[src/hw/rtl/vgmce_pkg.sv]
// Package for the VGM command stream encoder.
// Holds the beat payload structs, the request codes and the command byte constants.
// No dependencies.
package vgmce_pkg;

  // Request codes carried in req_type
  localparam logic [1:0] REQ_WRITE = 2'd0;
  localparam logic [1:0] REQ_WAIT  = 2'd1;
  localparam logic [1:0] REQ_LOOP  = 2'd2;
  localparam logic [1:0] REQ_END   = 2'd3;

  // Significant bits of wait_len (16 to 20)
  localparam int unsigned WaitBits = 20;

  // Command bytes
  localparam logic [7:0] CMD_WRITE      = 8'hB3;
  localparam logic [7:0] CMD_WAIT_LONG  = 8'h61;
  localparam logic [7:0] CMD_WAIT_NTSC  = 8'h62;
  localparam logic [7:0] CMD_WAIT_PAL   = 8'h63;
  localparam logic [7:0] CMD_END        = 8'h66;
  localparam logic [7:0] CMD_WAIT_SHORT = 8'h70;

  localparam logic [15:0] NtscFrameWait = 16'd735;
  localparam logic [15:0] PalFrameWait  = 16'd882;
  localparam logic [15:0] ShortWaitMax  = 16'd16;
  localparam logic [15:0] ChunkMax      = 16'hFFFF;

  localparam logic [31:0] PosStart   = 32'h0000_0100;
  localparam logic [31:0] LoopBias   = 32'h0000_001C;

  typedef struct packed {
    logic [1:0]  req_type;
    logic [7:0]  reg_addr;
    logic [7:0]  reg_data;
    logic [19:0] wait_len;
  } vgmce_in_t;

  typedef struct packed {
    logic [7:0]  out_byte;
    logic        last_byte;
    logic [31:0] sample_count;
    logic        loop_valid;
    logic [31:0] loop_ofs;
    logic [31:0] loop_span;
    logic [31:0] stream_position;
  } vgmce_out_t;

endpackage

[src/hw/rtl/vgm_command_stream_encoder_core.sv]
// Top level of the VGM command stream encoder: a microcoded sequencer that turns
// register writes and sample waits into command byte beats.
// Depends on vgmce_pkg.

// Usage: each accepted request beat is expanded into zero or more output beats, one
// stream byte per beat, with last_byte set on the final beat of that request. A
// register write gives 0xB3, address, data; end gives 0x66; a loop mark gives no beat
// but records the stream position and sample total; a wait gives 0x62, 0x63 or
// 0x70+n-1 for the short forms, else 0x61 and a little-endian 16-bit count, split in
// 0xFFFF-sample chunks with the rest encoded again; a wait of zero gives nothing.
// Requests are taken one at a time, only in the idle step. A write runs the accept
// step, then the command, address and data steps; end and a loop mark run the accept
// and then their own step; a wait runs the accept, a classify step before each chunk,
// the command, low and high count steps per 0x61 chunk, or a short-form step for a
// short tail. The single output register takes one byte per cycle while out_stall_i
// does not hold it. A stalled output holds the emitting step. After reset the stream position is 0x100.
module vgm_command_stream_encoder_core import vgmce_pkg::*; (
  input  logic       clk_i,
  input  logic       rst_ni,
  input  logic       in_valid_i,
  output logic       in_stall_o,
  input  vgmce_in_t  in_i,
  output logic       out_valid_o,
  input  logic       out_stall_i,
  output vgmce_out_t out_o
);

  localparam int unsigned StepBits = 4;
  typedef logic [StepBits-1:0] step_t;

  // Microprogram addresses
  localparam step_t ST_IDLE       = 4'd0;
  localparam step_t ST_WR_CMD     = 4'd1;
  localparam step_t ST_WR_ADDR    = 4'd2;
  localparam step_t ST_WR_DATA    = 4'd3;
  localparam step_t ST_WAIT_CLASS = 4'd4;
  localparam step_t ST_WAIT_SHORT = 4'd5;
  localparam step_t ST_WAIT_CMD   = 4'd6;
  localparam step_t ST_WAIT_LO    = 4'd7;
  localparam step_t ST_WAIT_HI    = 4'd8;
  localparam step_t ST_MARK       = 4'd9;
  localparam step_t ST_END        = 4'd10;

  typedef enum logic [2:0] {
    SRC_WRITE_CMD, SRC_ADDR, SRC_DATA, SRC_SHORT, SRC_LONG_CMD, SRC_LO, SRC_HI, SRC_END_CMD
  } src_e;

  typedef enum logic [1:0] {LAST_NEVER, LAST_ALWAYS, LAST_IF_DONE} last_e;

  typedef enum logic [1:0] {ACT_NONE, ACT_MARK, ACT_TAKE} act_e;

  typedef enum logic [2:0] {JMP_NEXT, JMP_IDLE, JMP_DISPATCH, JMP_CLASS, JMP_IF_MORE} jmp_e;

  // One control word per microprogram step
  typedef struct packed {
    logic  emit;
    src_e  src;
    last_e last;
    act_e  act;
    jmp_e  jmp;
    step_t target;
  } ctrl_t;

  // Control store. JMP_CLASS goes to target for a short wait, target+1 for a long one.
  function automatic ctrl_t rom_read(input step_t s);
    ctrl_t cw;
    cw = '{emit: 1'b0, src: SRC_WRITE_CMD, last: LAST_NEVER, act: ACT_NONE,
           jmp: JMP_IDLE, target: ST_IDLE};
    case (s)
      ST_IDLE: begin
        cw.jmp = JMP_DISPATCH;
      end
      ST_WR_CMD: begin
        cw.emit = 1'b1; cw.src = SRC_WRITE_CMD; cw.jmp = JMP_NEXT;
      end
      ST_WR_ADDR: begin
        cw.emit = 1'b1; cw.src = SRC_ADDR; cw.jmp = JMP_NEXT;
      end
      ST_WR_DATA: begin
        cw.emit = 1'b1; cw.src = SRC_DATA; cw.last = LAST_ALWAYS;
      end
      ST_WAIT_CLASS: begin
        cw.act = ACT_TAKE; cw.jmp = JMP_CLASS; cw.target = ST_WAIT_SHORT;
      end
      ST_WAIT_SHORT: begin
        cw.emit = 1'b1; cw.src = SRC_SHORT; cw.last = LAST_ALWAYS;
      end
      ST_WAIT_CMD: begin
        cw.emit = 1'b1; cw.src = SRC_LONG_CMD; cw.jmp = JMP_NEXT;
      end
      ST_WAIT_LO: begin
        cw.emit = 1'b1; cw.src = SRC_LO; cw.jmp = JMP_NEXT;
      end
      ST_WAIT_HI: begin
        cw.emit = 1'b1; cw.src = SRC_HI; cw.last = LAST_IF_DONE;
        cw.jmp = JMP_IF_MORE; cw.target = ST_WAIT_CLASS;
      end
      ST_MARK: begin
        cw.act = ACT_MARK;
      end
      ST_END: begin
        cw.emit = 1'b1; cw.src = SRC_END_CMD; cw.last = LAST_ALWAYS;
      end
      default: begin
        cw.jmp = JMP_IDLE;
      end
    endcase
    return cw;
  endfunction

  // Sequencer and stream state
  step_t       step_q, step_d;
  logic        out_valid_q, out_valid_d;
  logic [31:0] sample_total_q, sample_total_d;
  logic [31:0] byte_pos_q, byte_pos_d;
  logic        loop_marked_q, loop_marked_d;
  logic [31:0] loop_at_q, loop_at_d;
  logic [31:0] loop_mark_q, loop_mark_d;

  // Request payload and working values
  logic [7:0]          addr_q;
  logic [7:0]          data_q;
  logic [WaitBits-1:0] remaining_q, remaining_d;
  logic [15:0]         chunk_q, chunk_d;
  vgmce_out_t          out_q, out_d;

  ctrl_t       cw;
  logic        in_fire;
  logic        out_free;
  logic        emit_fire;
  logic        advance;
  logic        is_short;
  logic        is_big;
  logic [15:0] chunk_take;
  logic [7:0]  byte_sel;
  logic        last_sel;
  logic [31:0] pos_next;

  assign cw         = rom_read(step_q);
  assign in_stall_o = (step_q != ST_IDLE);
  assign in_fire    = in_valid_i && !in_stall_o;

  // The output register takes a new beat when empty or being drained
  assign out_free  = !out_valid_q || !out_stall_i;
  assign emit_fire = cw.emit && out_free;
  assign advance   = cw.emit ? out_free : 1'b1;

  // Size the next wait chunk from what is left
  assign is_big     = (32'(remaining_q) > 32'(ChunkMax));
  assign chunk_take = is_big ? ChunkMax : remaining_q[15:0];
  assign is_short   = !is_big && ((remaining_q[15:0] == NtscFrameWait) ||
                                  (remaining_q[15:0] == PalFrameWait) ||
                                  (remaining_q[15:0] <= ShortWaitMax));

  // Byte select for the current step
  always_comb begin
    byte_sel = CMD_END;
    case (cw.src)
      SRC_WRITE_CMD: byte_sel = CMD_WRITE;
      SRC_ADDR:      byte_sel = addr_q;
      SRC_DATA:      byte_sel = data_q;
      SRC_SHORT: begin
        if (chunk_q == NtscFrameWait) begin
          byte_sel = CMD_WAIT_NTSC;
        end else if (chunk_q == PalFrameWait) begin
          byte_sel = CMD_WAIT_PAL;
        end else begin
          byte_sel = 8'(CMD_WAIT_SHORT + chunk_q[7:0] - 8'd1);
        end
      end
      SRC_LONG_CMD:  byte_sel = CMD_WAIT_LONG;
      SRC_LO:        byte_sel = chunk_q[7:0];
      SRC_HI:        byte_sel = chunk_q[15:8];
      SRC_END_CMD:   byte_sel = CMD_END;
      default:       byte_sel = CMD_END;
    endcase
  end

  always_comb begin
    case (cw.last)
      LAST_ALWAYS:  last_sel = 1'b1;
      LAST_IF_DONE: last_sel = (remaining_q == '0);
      default:      last_sel = 1'b0;
    endcase
  end

  assign pos_next = byte_pos_q + 32'd1;

  // Next state: step counter, stream counters and output register
  always_comb begin
    step_d         = step_q;
    out_valid_d    = out_valid_q;
    sample_total_d = sample_total_q;
    byte_pos_d     = byte_pos_q;
    loop_marked_d  = loop_marked_q;
    loop_at_d      = loop_at_q;
    loop_mark_d    = loop_mark_q;
    remaining_d    = remaining_q;
    chunk_d        = chunk_q;
    out_d          = out_q;

    // Drop the held beat once taken
    if (!out_stall_i) begin
      out_valid_d = 1'b0;
    end

    if (in_fire) begin
      remaining_d = in_i.wait_len[WaitBits-1:0];
    end

    case (cw.act)
      ACT_MARK: begin
        loop_marked_d = 1'b1;
        loop_at_d     = byte_pos_q;
        loop_mark_d   = sample_total_q;
      end
      ACT_TAKE: begin
        if (remaining_q != '0) begin
          chunk_d        = chunk_take;
          sample_total_d = sample_total_q + 32'(chunk_take);
          remaining_d    = remaining_q - WaitBits'(chunk_take);
        end
      end
      default: ;
    endcase

    if (emit_fire) begin
      out_valid_d           = 1'b1;
      byte_pos_d            = pos_next;
      out_d.out_byte        = byte_sel;
      out_d.last_byte       = last_sel;
      out_d.sample_count    = sample_total_q;
      out_d.loop_valid      = loop_marked_q;
      out_d.loop_ofs        = loop_marked_q ? (loop_at_q - LoopBias) : '0;
      out_d.loop_span       = loop_marked_q ? (sample_total_q - loop_mark_q) : '0;
      out_d.stream_position = pos_next;
    end

    if (advance) begin
      case (cw.jmp)
        JMP_NEXT: step_d = step_q + step_t'(1);
        JMP_IDLE: step_d = ST_IDLE;
        JMP_DISPATCH: begin
          if (in_fire) begin
            case (in_i.req_type)
              REQ_WRITE: step_d = ST_WR_CMD;
              REQ_WAIT:  step_d = ST_WAIT_CLASS;
              REQ_LOOP:  step_d = ST_MARK;
              default:   step_d = ST_END;
            endcase
          end
        end
        JMP_CLASS: begin
          if (remaining_q == '0) begin
            step_d = ST_IDLE;
          end else if (is_short) begin
            step_d = cw.target;
          end else begin
            step_d = cw.target + step_t'(1);
          end
        end
        JMP_IF_MORE: step_d = (remaining_q != '0) ? cw.target : ST_IDLE;
        default:     step_d = ST_IDLE;
      endcase
    end
  end

  // Control and stream state
  always_ff @(posedge clk_i or negedge rst_ni) begin
    if (!rst_ni) begin
      step_q         <= ST_IDLE;
      out_valid_q    <= 1'b0;
      sample_total_q <= '0;
      byte_pos_q     <= PosStart;
      loop_marked_q  <= 1'b0;
      loop_at_q      <= '0;
      loop_mark_q    <= '0;
    end else begin
      step_q         <= step_d;
      out_valid_q    <= out_valid_d;
      sample_total_q <= sample_total_d;
      byte_pos_q     <= byte_pos_d;
      loop_marked_q  <= loop_marked_d;
      loop_at_q      <= loop_at_d;
      loop_mark_q    <= loop_mark_d;
    end
  end

  // Payload registers: hold the request fields, the wait working values and the beat
  always_ff @(posedge clk_i) begin
    if (in_fire) begin
      addr_q <= in_i.reg_addr;
      data_q <= in_i.reg_data;
    end
    remaining_q <= remaining_d;
    chunk_q     <= chunk_d;
    out_q       <= out_d;
  end

  assign out_valid_o = out_valid_q;
  assign out_o       = out_q;

  // Each emitted byte advances the stream position by exactly one
  assert property (@(posedge clk_i) disable iff (!rst_ni)
    emit_fire |=> (byte_pos_q == $past(byte_pos_q) + 32'd1))
    else $error("stream position did not advance by one on an emitted byte");

  // The count bytes of 0x61 always carry a chunk too long for the short forms
  assert property (@(posedge clk_i) disable iff (!rst_ni)
    (step_q == ST_WAIT_LO) |-> (chunk_q > ShortWaitMax))
    else $error("long wait command carries a short chunk");

  // The sample total only moves in the wait classify step
  assert property (@(posedge clk_i) disable iff (!rst_ni)
    (step_q != ST_WAIT_CLASS) |=> $stable(sample_total_q))
    else $error("sample total changed outside the classify step");

endmodule
[config.mk]
export PLATFORM = sky130hd
export DESIGN_NAME = vgm_command_stream_encoder_core
export DESIGN_NICKNAME = d
export VERILOG_FILES = /design/src/hw/rtl/vgmce_pkg.sv /design/src/hw/rtl/vgm_command_stream_encoder_core.sv
export SDC_FILE = /design/constraint.sdc
export NUM_CORES = 1
export LEC_CHECK = 0
export BUFFER_PORTS_ARGS = -buffer_cell sky130_fd_sc_hd__buf_2
export CAP_MARGIN = 20
export CORE_ASPECT_RATIO = 1.75
export CORE_UTILIZATION = 40
export CTS_CLUSTER_DIAMETER = 150
export DETAILED_ROUTE_END_ITERATION = 12
export GPL_TIMING_DRIVEN = 1
export SYNTH_ARGS = -nofsm -noshare
export SYNTH_HDL_FRONTEND = slang
export SYNTH_SLANG_ARGS = --single-unit
[constraint.sdc]
create_clock -name clk_i -period 5.7 [get_ports clk_i]
set_input_delay 0.285 -clock clk_i [delete_from_list [all_inputs] [get_ports clk_i]]
set_output_delay 0.285 -clock clk_i [all_outputs]
set_load 0.01 [all_outputs]
Yosys cells after proc, flatten, opt, wreduce, memory -nomap -nowiden
Index checks and enable logic that the tools add are counted.

Add/sub/neg operators: 9. $lt $le $gt $ge: 2. Equal/unequal tests: 32. Mux-type cells: 22. Reductions and logical operators: 21.

Operators by type and width (count): == test 16 x 10 -> 1 bit, second input constant (4); one-hot mux 8 bit (8 select lines) (1); 2-to-1 mux 20 bit (3); adder 32 x 1 -> 32 bit, second input constant (1); adder 32 x 16 -> 32 bit (1); one-hot mux 4 bit (8 select lines) (1); subtractor 32 bit (1); subtractor 32 x 5 -> 32 bit, second input constant (1); > comparator 20 x 16 -> 1 bit, second input constant (1); zero test 20 bit (1); nonzero test 20 bit (1); subtractor 20 x 16 -> 20 bit (1); == test 4 x 3 -> 1 bit, second input constant (4); <= comparator 16 x 5 -> 1 bit, second input constant (1); 2-to-1 mux 16 bit (1); 2-to-1 mux 4 bit (4); 2-to-1 mux 8 bit (2); one-hot mux 4 bit (4 select lines) (1); == test 3 bit, second input constant (5); == test 3 x 2 -> 1 bit, second input constant (4); == test 4 bit, second input constant (3); one-hot mux 3 bit (4 select lines) (1); one-hot mux 4 bit (3 select lines) (1); adder 4 x 1 -> 4 bit, second input constant (2); 23 further kinds (40).

Register bits: 324. Output and inout port bits: 140. Word-level logic and storage cells: 104.

Logic depth before layout (Yosys ltp)
Gate-level depths: netlist (run 1).

Depth in word-level cells: 7. Gate-level depth with buffers: 13. Depth with buffers taken out: 12.

Worst setup path after synthesis (run 1)
OpenSTA, ideal clock, no wires.

Path kind: register to register. From: register step_q[0]. To: register byte_pos_q[10]. Library setup time: 0.135 ns. Arrival: 5.888 ns. Data required time: 5.565 ns. Setup slack: -0.323 ns. Stages on the path, launching flop included: 10. Buffers on the path: 1. Clock period less this slack: 6.023 ns. Cell sequence: dfrtp_1 > inv_1 > ha_1 > o21ai_0 > nor2_1 > o21ai_1 > inv_1 > clkbuf_1 > nand2_1 > xnor2_1.

Cells in the longest elaborated chain, start to end: 3. Elaborated cells on any way between the ends: 10. Classes of those cells: eq/ne: 8; mux: 1; reduce/logical: 1.

Ends and longest elaborated chain: from (decl) (line vgm_command_stream_encoder_core.sv:112) `step_t step_q, step_d;`; from (signal assigned) (line vgm_command_stream_encoder_core.sv:279) `step_q <= step_d;`; == test 4 bit (tied with other cells) (line vgm_command_stream_encoder_core.sv:69) `case (s)`; one-hot mux 4 bit (8 select lines) (*) (line vgm_command_stream_encoder_core.sv:69); logical AND 1 bit (*) (line vgm_command_stream_encoder_core.sv:145) `assign emit_fire = cw.emit && out_free;`; via emit_fire (line vgm_command_stream_encoder_core.sv:130) `logic emit_fire;`; to (signal assigned) (line vgm_command_stream_encoder_core.sv:274) `byte_pos_q <= PosStart;`; to (signal assigned) (line vgm_command_stream_encoder_core.sv:282) `byte_pos_q <= byte_pos_d;`; to (decl) (line vgm_command_stream_encoder_core.sv:115) `logic [31:0] byte_pos_q, byte_pos_d;`.

Mark *: on every way through the listed nets, which the timed path passes. The rest lies on a longest branch. A chain may end at the register's enable or synchronous reset.

Worst setup path after layout (run 1)
From: register remaining_q[18]. To: register sample_total_q[26].

Cells in the longest elaborated chain, start to end: 3. Elaborated cells on any way between the ends: 5. Classes of those cells: add/sub: 1; order compare: 1; mux: 1; reduce/logical: 2.

Ends and longest elaborated chain: from (decl) (line vgm_command_stream_encoder_core.sv:123) `logic [WaitBits-1:0] remaining_q, remaining_d;`; from (signal assigned) (line vgm_command_stream_encoder_core.sv:295) `remaining_q <= remaining_d;`; > comparator 20 x 16 -> 1 bit (line vgm_command_stream_encoder_core.sv:149) `assign is_big = (32'(remaining_q) > 32'(ChunkMax));`; 2-to-1 mux 16 bit (line vgm_command_stream_encoder_core.sv:150) `assign chunk_take = is_big ? ChunkMax : remaining_q[15:0];`; via chunk_take[0] (line vgm_command_stream_encoder_core.sv:134) `logic [15:0] chunk_take;`; adder 32 x 16 -> 32 bit (line vgm_command_stream_encoder_core.sv:220) `sample_total_d = sample_total_q + 32'(chunk_take);`; to (signal assigned) (line vgm_command_stream_encoder_core.sv:281) `sample_total_q <= sample_total_d;`; to (decl) (line vgm_command_stream_encoder_core.sv:114) `logic [31:0] sample_total_q, sample_total_d;`.

The timed path passes the listed nets, and every way through them passes these cells.

==> results.md, run 1 <==
- CP Max Fanout: 9
- Hold path start: in_i[16]
- Setup crit start: remaining_q[18]
- Post-route setup slack: 1550 ps
- Slew margin rel.: 36.8%
- Final period utilization: 72.7%
- CP Data Arrival Time: 4600 ps
- Final setup viols: 0
- Pin count of the biggest net entering global routing: 97
- I/O pins: 182
- Fmax: 241 MHz
- Avg Inst Size Synth: 11.1 sq um
- DR DRC count: 0
- Footprint of the multi-input gates: 6930 sq um
- Top Layer Used: met4
- TritonCTS clock tree: yes
- Final Skew: 14.1 ps
- Worst r2r path cells: 12
- Sequential Area: 8860 sq um
- Yosys reg bits: 324
- Die Height: 268 um
- Initial Util: 40.6%
- Setup crit end kind: register
- Worst-Skew Late Latency: 580 ps
- Pwr Density: 572 nW/um^2
- Setup TNS Final: 0 ps
- Met1 WL: 14.6 mm
- Post-Route WL: 38.3 mm
- Grt total ovfl: 0
- Final hold viol count: 0
- Clock-pin slew on the worst setup and hold paths: 60 ps
- Antenna Violating Nets Remaining: 0
- Die area: 41300 sq um
- Met3 WL post-DR: 1.19 mm
- Cell count after synthesis: 1459
- Reg-to-reg endpoint: sample_total_q[26]
- Vias: 11623
- Layout area overhead: 17.7%
- GP Congestion: 0.896
- Design area: 19100 sq um
- Share of cells above drive strength 1: 19.6%
- Final Slew Violations: 0
- # nets final: 1773
- Crit-path max cell delay: 800 ps
- Synthesized cell area: 16200 sq um
- Htree depth: 1
- Placeable core area: 39900 sq um
- Fillers: 3654
- Cell mode on critical path: a21oi_1
- Worst Path Required: 6150 ps
- Num rows: 97
- Worst slew pin tran: 949 ps
- Wire length per cell: 17.5 um
- Main flop type after synthesis: edfxtp_1
- GRT Overall Usage: 18.6%
- Hold/Removal Path Class: primary input to register
- Worst-case clock buffer depth: 3
- R2R setup slack: 1550 ps
- Hold Path Sink: remaining_q[16]
- Post-synth top cells: 170 x edfxtp_1, 144 x nor2_1, 134 x nand2_1
- Netlist cell types: 83
- Most numerous cell in the Yosys netlist: edfxtp_1
- Min cycle time layout: 4150 ps
- Root buffer cell: clkbuf_16
- Kind of critical path: register to register
- Worst R2R Start: remaining_q[18]
- Buffers added on ports: 181
- Vias per inst: 5.31
- Total Power: 10.9 mW
- CTS buffer count: 31
- Clock sink total: 324
- Setup crit start kind: register
- Final Util: 47.8%
- Synth area leaders: edfxtp_1 32%, dfrtp_1 21%, ha_1 4.6%
- Syn nets: 1563
- N_diodes: 0
- Pre-CTS setup slack: 1510 ps
- Seq/Total Area, Yosys: 54.7%
- Hold Path Depth: 3
- Detailed Routing Iterations Pass 1: 5
- Yosys warns: 0
- Unrepaired setup endpoints after global routing: no
- Vias in the first global route: 11473
- Initial antenna violation count: 0
- Ys async rst share: 41.4%
- Crit-path cells: nor4_2 > nand2b_1 > ha_1 > fa_1 > a21o_1 > a21oi_1 > o21bai_1 > a21oi_1 > o311ai_0 > a31oi_1 > nor2_1 > xor2_1
- Leak Pwr: 8.33 nW
- Met2 Routed Length: 20.8 mm
- Placed cell area: 17600 sq um
- Post-synth EDFFs: 170
- Synth area leader: edfxtp_1
- First-pass GRT wire length: 60.7 mm
- Die width: 154 um
- Critical path's slowest cell: nor4_2
- Max VDD drop: 0.347 mV
- Status: finished, final reports clean
- Post-DP HPWL: 28.1 mm
- Max_cap viols: 0
- Yosys top cell area share: 31.5%
- DRC marker count from the first detailed-route iteration: 493
sequential cells by signal, indices dropped and copies added (netlist names):
register / cells
sample_total_q: 32
data_q: 8
byte_pos_q: 32
loop_marked_q: 1
remaining_q: 20
loop_at_q: 32
addr_q: 8
step_q: 4
loop_mark_q: 32
out_o: 138
out_valid_o: 1
chunk_q: 16
area by class of cell:
class                      count  area share, %
inverter                      59           1.19
multi-input combinational   1025           36.3
clock buffer                  36           4.27
sequential                   324           46.5
tap                          495           3.25
clock inverter                22           1.29
timing repair buffer         228           7.21
what timing repair did:
action	4_1_cts	5_1_grt
resized for setup	0	0
buffers inserted	0	0
hold buffers	36	0
setup endpoints to repair	0	0
endpoints found under the hold margin	120	0
routing by layer:
layer	GRT usage (%)	vias to the layer above
li1	-	5678
met1	20.2	5614
met2	35.6	252
met4	9.03	0
met5	0	-
met3	2.06	79
per-stage QoR:
step                instances  hold WS [ps]
floorplan                1459         -10.6
global route             2189          10.8
detailed placement       2094           412
finish                   2189          33.7
global placement         2093           405
CTS                      2188         0.860
report_power, final:
group          leakage (nW)  switching (mW)  internal [mW]
clock network         0.517           0.899           1.25
logic                  4.25            2.80           1.81
registers              3.56           0.511           3.63
worst max-delay path: cells and delay by family (launching register included):
family	cells	cell delay (ps)
xor gates and xnor gates	1	170
and+or+nand+nor	3	1150
adders and majority gates	2	690
DFF	1	340
AOI/OAI and AO/OA	6	1660
kinds of logic (layout without fill, tap and decap cells):
group | Yosys count | count (layout) | synth area share (%)
buffers and inverters | 110 | 345 | 2.63
DFF | 324 | 324 | 54.7
muxes | 69 | 69 | 4.73
adders and majority gates | 62 | 62 | 4.88
AOI/OAI and AO/OA | 273 | 273 | 10.7
xor gates and xnor gates | 139 | 139 | 7.51
and+or+nand+nor | 482 | 482 | 14.9
worst max-delay path by stage:
| stage | end |
|---|---|
| after floorplan | byte_pos_q[10] |
| after global placement | sample_total_q[30] |
| after detailed placement | sample_total_q[26] |
| after CTS | sample_total_q[26] |
| after global routing | sample_total_q[16] |
| final | sample_total_q[26] |
placed cells by master (no fill, tap or decap), types with 28 or more instances in the layout:
cell and n:
buf_2 180, xnor2_1 75, dfrtp_1 133, xor2_1 64
dlygate4sd3_1 36, ha_1 60, inv_1 56, nand3_1 28
mux2_2 61, clkbuf_16 31, o21ai_0 76, edfxtp_1 170
a21oi_1 66, nand2_1 133, nor2_1 144
Note: power is estimated with default switching activity, not from simulation.
==> inputs of run 2 (changes only) <==
--- a/config.mk
+++ b/config.mk
@@ -5,6 +5,7 @@
 export SDC_FILE = /design/constraint.sdc
 export NUM_CORES = 1
 export LEC_CHECK = 0
+export ABC_AREA = 1
 export BUFFER_PORTS_ARGS = -buffer_cell sky130_fd_sc_hd__buf_2
 export CAP_MARGIN = 20
 export CORE_ASPECT_RATIO = 1.75
==> constraint.sdc (replaced) <==
create_clock -name clk_i -period 4.25 [get_ports clk_i]
set_input_delay 0.2125 -clock clk_i [delete_from_list [all_inputs] [get_ports clk_i]]
set_output_delay 0.2125 -clock clk_i [all_outputs]
set_load 0.01 [all_outputs]
==> results.md, run 2 <==
- Most numerous cell in the Yosys netlist: nand2_1
- Root buffer cell: clkbuf_16
- CTS buffer count: 35
- Synth area leaders: edfxtp_1 28%, dfrtp_1 18%, nand2_1 15%
- Crit-path cells: nor2_1 > nand2_1 > inv_2 > nand2_1 > ha_1 > fa_1 > nand2_1 > nand3_1 > o21ai_0 > o21ai_0 > nand2_1 > nand3_1 > nand3_1 > nand2_1
- Max reg flops: 138
- # nets final: 2611
- Final Slew Violations: 0
- Worst slew pin tran: 1050 ps
- Worst-Skew Late Latency: 530 ps
- Post-synth top cells: 716 x nand2_1, 322 x inv_1, 240 x nor2_1
- Grt total ovfl: 0
- Crit-path max cell delay: 450 ps
- Setup TNS Final: 0 ps
- Max VDD drop: 0.408 mV
- Antenna Violating Nets Remaining: 0
- Commonest non-fill, non-tap cell in the layout: nand2_1
- Initial Util: 40.6%
- Pin count of the biggest net entering global routing: 93
- Netlist cell types: 50
- Detailed Routing Iterations Pass 1: 5
- GRT Overall Usage: 24.9%
- Final Skew: 13.8 ps
- Cell count after synthesis: 2290
- Critical path's slowest cell: fa_1
- Yosys warns: 0
- Buffers added on ports: 181
- Final period utilization: 72.5%
- Pwr Density: 902 nW/um^2
- Num rows: 102
- Synthesized cell area: 18000 sq um
- Main flop type after synthesis: edfxtp_1
- Htree depth: 2
- Synth area leader: edfxtp_1
- GP Congestion: 0.921
- Post-Route WL: 56.1 mm
- Die width: 162 um
- Worst-case clock buffer depth: 3
- Clock sink total: 324
- CP Max Fanout: 20
- Setup crit end kind: register
- Post-DP HPWL: 43.5 mm
- Worst Path Required: 4660 ps
- Setup crit start kind: register
- I/O pins: 182
- Cell mode on critical path: nand2_1
- Fmax: 325 MHz
- Die Height: 283 um
- CP Data Arrival Time: 3500 ps
- Placeable core area: 44400 sq um
- Unrepaired setup endpoints after global routing: no
- CP delay by family, top: simple AND/OR/NAND/NOR gates
- Share of cells above drive strength 1: 11.3%
- Leak Pwr: 10.1 nW
- Final hold slack: 18.4 ps
- DR DRC count: 0
- Hold/Removal Path Class: primary input to register
- First-pass GRT wire length: 86.2 mm
- Slew margin rel.: 29.3%
- Min cycle time layout: 3080 ps
- Vias in the first global route: 15761
- Initial antenna violation count: 0
- Kind of critical path: register to register
- Avg Inst Size Synth: 7.87 sq um
- Clock-pin slew on the worst setup and hold paths: 70 ps
- Status: finished, final reports clean
- Post-synth EDFFs: 170
- N_diodes: 0
- Vias: 15695
- Worst Path Buf+Inv: 1
- Most frequent cells in the layout: 716 x nand2_1, 322 x inv_1, 240 x nor2_1
- Wire length per cell: 18.1 um
- Yosys reg bits: 324
- DRC marker count from the first detailed-route iteration: 901
- Seq/Total Area, Yosys: 49.1%
- Die area: 46000 sq um
- Final hold viol count: 0
- Yosys top cell area share: 28.3%
- TritonCTS clock tree: yes
- Ys async rst share: 41.4%
- Final setup viols: 0
- Max_cap viols: 0
- Vias per inst: 5.06
- Layout area overhead: 17.7%
- Postcts setup bufs: 0
- Syn nets: 2394
-- run 2: changes by cell type after synthesis, moves of 14 or more --
cell / before / now
xnor2_1: 75 / 9
inv_1: 58 / 322
nand2b_1: 25 / 0
a21o_1: 25 / 1
o21ai_0: 76 / 157
nand2_1: 134 / 716
nor2_1: 144 / 240
xor2_1: 64 / 49
nand3_1: 28 / 134
a31oi_1: 16 / 2
a21oi_1: 66 / 85
mux2_2: 61 / 1
-- run 2: final cells by class --
class	count	area (sq um)
flip-flops and latches	324	8860
repair buffers	224	1350
clock inverters	23	372
fillers	4398	23200
multi-input cells	1593	7730
well taps	572	716
clock buffers	39	953
inverters	329	1240
-- run 2: path summary, 6_finish.rpt --
kind	end	from	slack, ps	depth (start not counted)
setup / recovery	sample_total_q[22]	remaining_q[16]	1170	14
max in group asynchronous	sample_total_q[28]	rst_ni	2950	3
setup reg to reg	sample_total_q[22]	remaining_q[16]	1170	14
min in group asynchronous	loop_at_q[7]	rst_ni	330	2
hold reg to reg	loop_mark_q[14]	loop_mark_q[14]	490	2
hold / removal	remaining_q[14]	in_i[14]	20	5
-- run 2: kinds of logic after synthesis --
| family | Yosys count | share of synthesized area (%) |
|---|---|---|
| AOI/OAI and AO/OA | 286 | 8.45 |
| xor gates and xnor gates | 58 | 2.82 |
| adders and majority gates | 62 | 4.39 |
| buffers and inverters | 373 | 8.05 |
| DFF | 324 | 49.1 |
| muxes | 1 | 0.0625 |
| and+or+nand+nor | 1186 | 27.1 |
-- run 2: what timing repair did --
action	4_1_cts	5_1_grt
hold buffers	32	0
gates resized for setup	0	0
endpoints found under the hold margin	116	0
endpoints found under the setup margin	0	0
-- run 2: worst register-to-register path: stages, from the launching register on --
cell and delay [ps]:
dfxtp_1 340, nor2_1 150, nand2_1 110, inv_2 300, nand2_1 150, ha_1 260
fa_1 450, nand2_1 110, nand3_1 70, o21ai_0 230, o21ai_0 360, nand2_1 130
nand3_1 150, nand3_1 110, nand2_1 60
-- run 2: metrics by stage --
| stage | std cells | utilization (%) | power [mW] | setup slack [ps] | cell area, sq um |
|---|---|---|---|---|---|
| after floorplan | 2290 | - | 12.4 | 1450 | 18000 |
| after global routing | 3104 | 47.8 | 20.8 | 888 | 21200 |
| after CTS | 3104 | 47.8 | 19.3 | 1170 | 21200 |
| after detailed placement | 3010 | 44.1 | 15.7 | 1180 | 19600 |
| final | 3104 | 47.8 | 19.1 | 1170 | 21200 |
| after global placement | 3009 | 44.0 | 15.6 | 1190 | 19600 |
-- run 2: power by group --
group	internal, mW	switching (mW)	total, mW
clock	2.18	1.34	3.52
sequential	5.26	0.869	6.13
combinational	2.97	6.51	9.49
-- run 2: per-layer routing --
layer  track usage, %  wire length, um  vias to the layer above
li1                 -                -                     7818
met1             24.3            19600                     7309
met2             48.5            30700                      403
met3             3.04             2130                      165
met4             15.6             3700                        0
met5                0                0                        -
